## config.mk

```make
export PLATFORM = sky130hd
export DESIGN_NAME = brb_status
export DESIGN_NICKNAME = d
export VERILOG_FILES = /design/src/rtl/core/brb_pkg.sv /design/src/rtl/core/brb_status.sv
export SDC_FILE = /design/constraint.sdc
export NUM_CORES = 1
export LEC_CHECK = 0
export ABC_CLOCK_PERIOD_IN_PS = 4600
export BUFFER_PORTS_ARGS = -buffer_cell sky130_fd_sc_hd__buf_4
export CORE_ASPECT_RATIO = 0.8
export CORE_MARGIN = 2
export CORE_UTILIZATION = 40
export DETAILED_ROUTE_END_ITERATION = 8
export PLACE_DENSITY = 0.67
export RECOVER_POWER = 100
export SYNTH_ARGS = -nofsm -noshare
export SYNTH_HDL_FRONTEND = slang
export SYNTH_SLANG_ARGS = --single-unit
```

## constraint.sdc

```tcl
create_clock -name vclk -period 4.6
set_input_delay 1.15 -clock vclk [all_inputs]
set_output_delay 1.15 -clock vclk [all_outputs]
set_load 0.01 [all_outputs]
```

## src/rtl/core/brb_pkg.sv

```systemverilog
// Shared constants, command codes and state type for the byte ring buffer.
package brb_pkg;

   localparam int DEPTH    = 4096;
   localparam int PTR_W    = $clog2(DEPTH);
   localparam int MAX_RUN  = 64;
   localparam int MARGIN   = 256;
   localparam int FIELD_W  = 12;
   localparam int LEN_W    = 13;
   localparam int CMD_W    = 3;
   localparam int BYTE_W   = 8;
   localparam int ROOM_EMPTY = DEPTH - MARGIN;

   localparam logic [BYTE_W-1:0] CH_LF = 8'h0A;
   localparam logic [BYTE_W-1:0] CH_CR = 8'h0D;

   typedef enum logic [CMD_W-1:0] {
      CMD_PUSH    = 3'd0,
      CMD_READ    = 3'd1,
      CMD_PEEK    = 3'd2,
      CMD_ADVANCE = 3'd3,
      CMD_SCAN    = 3'd4,
      CMD_SKIP    = 3'd5
   } cmd_type;

   typedef enum logic [2:0] {
      ST_IDLE,
      ST_RUN,
      ST_SCAN,
      ST_SKIP_CR,
      ST_SKIP_LF
   } state_type;

endpackage

```

## src/rtl/core/brb_status.sv

```systemverilog
// Backlog and room computation from a pair of ring pointers.
module brb_status (
   input  logic [brb_pkg::PTR_W-1:0]   rd_ptr,
   input  logic [brb_pkg::PTR_W-1:0]   wr_ptr,
   output logic [brb_pkg::PTR_W-1:0]   backlog,
   output logic [brb_pkg::FIELD_W-1:0] room
);

   logic [brb_pkg::PTR_W-1:0] free_bytes;

   // Pointer differences wrap naturally because the depth is a power of two.
   assign backlog    = wr_ptr - rd_ptr;
   assign free_bytes = rd_ptr - wr_ptr;

   always_comb begin
      if (rd_ptr == wr_ptr) begin
         room = brb_pkg::FIELD_W'(brb_pkg::ROOM_EMPTY);
      end else if (32'(free_bytes) < 32'(brb_pkg::MARGIN)) begin
         room = '0;
      end else begin
         room = brb_pkg::FIELD_W'(32'(free_bytes) - 32'(brb_pkg::MARGIN));
      end
   end

endmodule

```

==> reports/qor.csv <==
metric,value,unit
yosysMostFrequentCell,inv_1,
syn_nets,242,
grtUsageTotal,0.189,
antenna_found_initial,0,
synth_commonest_cells,"inv_1 (29), ha_1 (23), a21oi_1 (15)",
max-cap-violations,0,
firstDrtPassIters,4,
cp_common_cell,buf_4,
max_slew_margin,0.565,
grt_pass1_vias,1423,
nNetsFinal,304,
synth_top_area_cell,ha_1,
crit_path_start_kind,primary input,
grt_max_degree,13,
rows,18,
core-area,0.00313,mm^2
routedWlPerCell,12.1,um
fin_crit_sh,0.992,
area_delta_synth_final,44.1,%
grt_pass1_wl,6.00,mm
worstPathRequired,3.45,ns
wirelength,3.53,mm
synth.cell_area,0.00133,mm^2
path_depth,12,
final_hold_viol_count,0,
dp_hpwl,2.96,mm
initial_core_util,0.425,
preCtsSetupSlack,-0.155,ns
ys_warn_count,0,
tightestPinTransition,0.649,ns
vias_per_cell,5.00,
die_area,0.00381,mm^2
worstSetupPathType,in2out,
nClkBuffers,0,
hold_path_depth,4,
power_density,186,mW/mm^2
syn_inst,193,
vias,1464,
vdd_drop_max,0.0943,mV
hold_class,in2out,
max_freq,0.219,GHz
fp.dieW,68.5,um
seq_cell_count,0,
synth_top_area_frac,0.216,
final_area,0.00192,mm^2
io_buffers,48,
drtIter0Drc,49,
crit_family,compound AO/OA/AOI/OAI gates,
leakage,0.978,nW
drv_slew,0,
synthTopCellsByArea,"ha_1 (22%), xnor2_1 (8.6%), inv_1 (8.2%)",
setup_viol,0,
gp_congestion,0.806,
worst_setup_path_end_kind,output pin,
die_y,55.6,um
grt_setup_unrepaired,true,
power,357,uW
arrival,3.41,ns
critPathBufInv,5,
diodes,0,
io_pins,48,
drive_gt1_frac,0.336,
postRouteAntennaNets,0,
avgSynthCellArea,6.89,um^2
grt-ovfl-total,0,
cts_setup_buffers,0,
cp_max_fo,10,
worst_path_largest_cell_delay,0.38,ns
synth_seq_area_share,0,
worstPathCellList,"buf_4, inv_1, ha_1, o211ai_2, a21oi_2, buf_4, a211o_1, or3_4, a211oi_4, buf_12, nor3_1, buf_4",
seqCellArea,0,um^2
slowest_stage,or3_4,
drc,0,
synth.distinct_cells,42,
status,"finished, final reports clean",
period_needed,4.56,ns
placed_area,0.00184,mm^2
timing.final.ws_setup,0.0366,ns
==> path summary, 6_finish.rpt <==
kind / start / to
setup / recovery: rd_ptr[2] / room[7]
hold / removal: wr_ptr[0] / backlog[0]
==> cell usage in the layout, fill, tap and decap left out, drive strengths merged <==
| cell type | Yosys | layout |
|---|---|---|
| buf | 8 | 69 |
| inv | 29 | 29 |
| ha | 23 | 23 |
| a21oi | 17 | 17 |
| nor2 | 14 | 14 |
| xnor2 | 13 | 13 |
| o21ai | 13 | 13 |
| nor3 | 11 | 11 |
| nand2 | 8 | 8 |
| a21o | 5 | 5 |
| xor2 | 5 | 5 |
| o211ai | 5 | 5 |
| nand3 | 4 | 4 |
| nor2b | 4 | 4 |
| a211oi | 4 | 4 |
| or3 | 3 | 3 |
| nand2b | 2 | 2 |
| o31ai | 2 | 2 |
| o21a | 2 | 2 |
| and3 | 2 | 2 |
| a311oi | 2 | 2 |
| o21bai | 2 | 2 |
| fa | 2 | 2 |
| or2 | 1 | 1 |
| o2111ai | 1 | 1 |
| a2111oi | 1 | 1 |
| a21boi | 1 | 1 |
| and2 | 1 | 1 |
| a31oi | 1 | 1 |
| a211o | 1 | 1 |
| nand4 | 1 | 1 |
| nor3b | 1 | 1 |
| o211a | 1 | 1 |
| nor4 | 1 | 1 |
| mux2i | 1 | 1 |
==> where the power goes <==
part / internal (mW) / switching [mW]
Sequential: 0 / 0
Clock: 0 / 0
Combinational: 0.183 / 0.173
Total: 0.183 / 0.173
==> layer usage <==
layer	global-route usage	routed length [um]	share of wire	vias to the layer above
li1	-	-	-	787
met1	0.300	1780	0.50	643
met2	0.293	1590	0.45	34
met3	0.00405	169	0.048	0
met4	0.0143	0	0	0
met5	0	0	0	-
==> cell type report <==
type	count	area, um^2
timing repair buffer	69	542
multi-input combinational	155	1210
tap	40	50.0
fill	324	1210
inverter	29	114
==> logic make-up (layout without fill, tap and decap cells) <==
kind of cell               count (synthesis)  after routing  synth area share
AOI/OAI and AO/OA                         58             58             0.295
buffers and inverters                     38             98             0.134
adders and majority gates                 25             25             0.246
xor gates and xnor gates                  18             18             0.119
and+or+nand+nor                           53             53             0.198
muxes                                      1              1           0.00753
==> repair_timing <==
action / CTS / global route
resized for setup: 4 / 14
endpoints found under the setup margin: 10 / 11
hold buffers: 0 / 0
pin swaps: 4 / 9
==> stage by stage <==
| step | hold WS [ns] | std cells | utilization | TNS (ns) |
|---|---|---|---|---|
| 6_report | 2.70 | 293 | 0.612 | 0 |
| 5_1_grt | 2.73 | 293 | 0.612 | -0.699 |
| 4_1_cts | 2.73 | 293 | 0.592 | 0 |
| 3_5_place_dp | 2.73 | 293 | 0.588 | -0.749 |
| 3_3_place_gp | 2.72 | 293 | 0.588 | -0.466 |
| 2_1_floorplan | 2.49 | 193 | - | 0 |
Power figures use the tool's default switching activity.
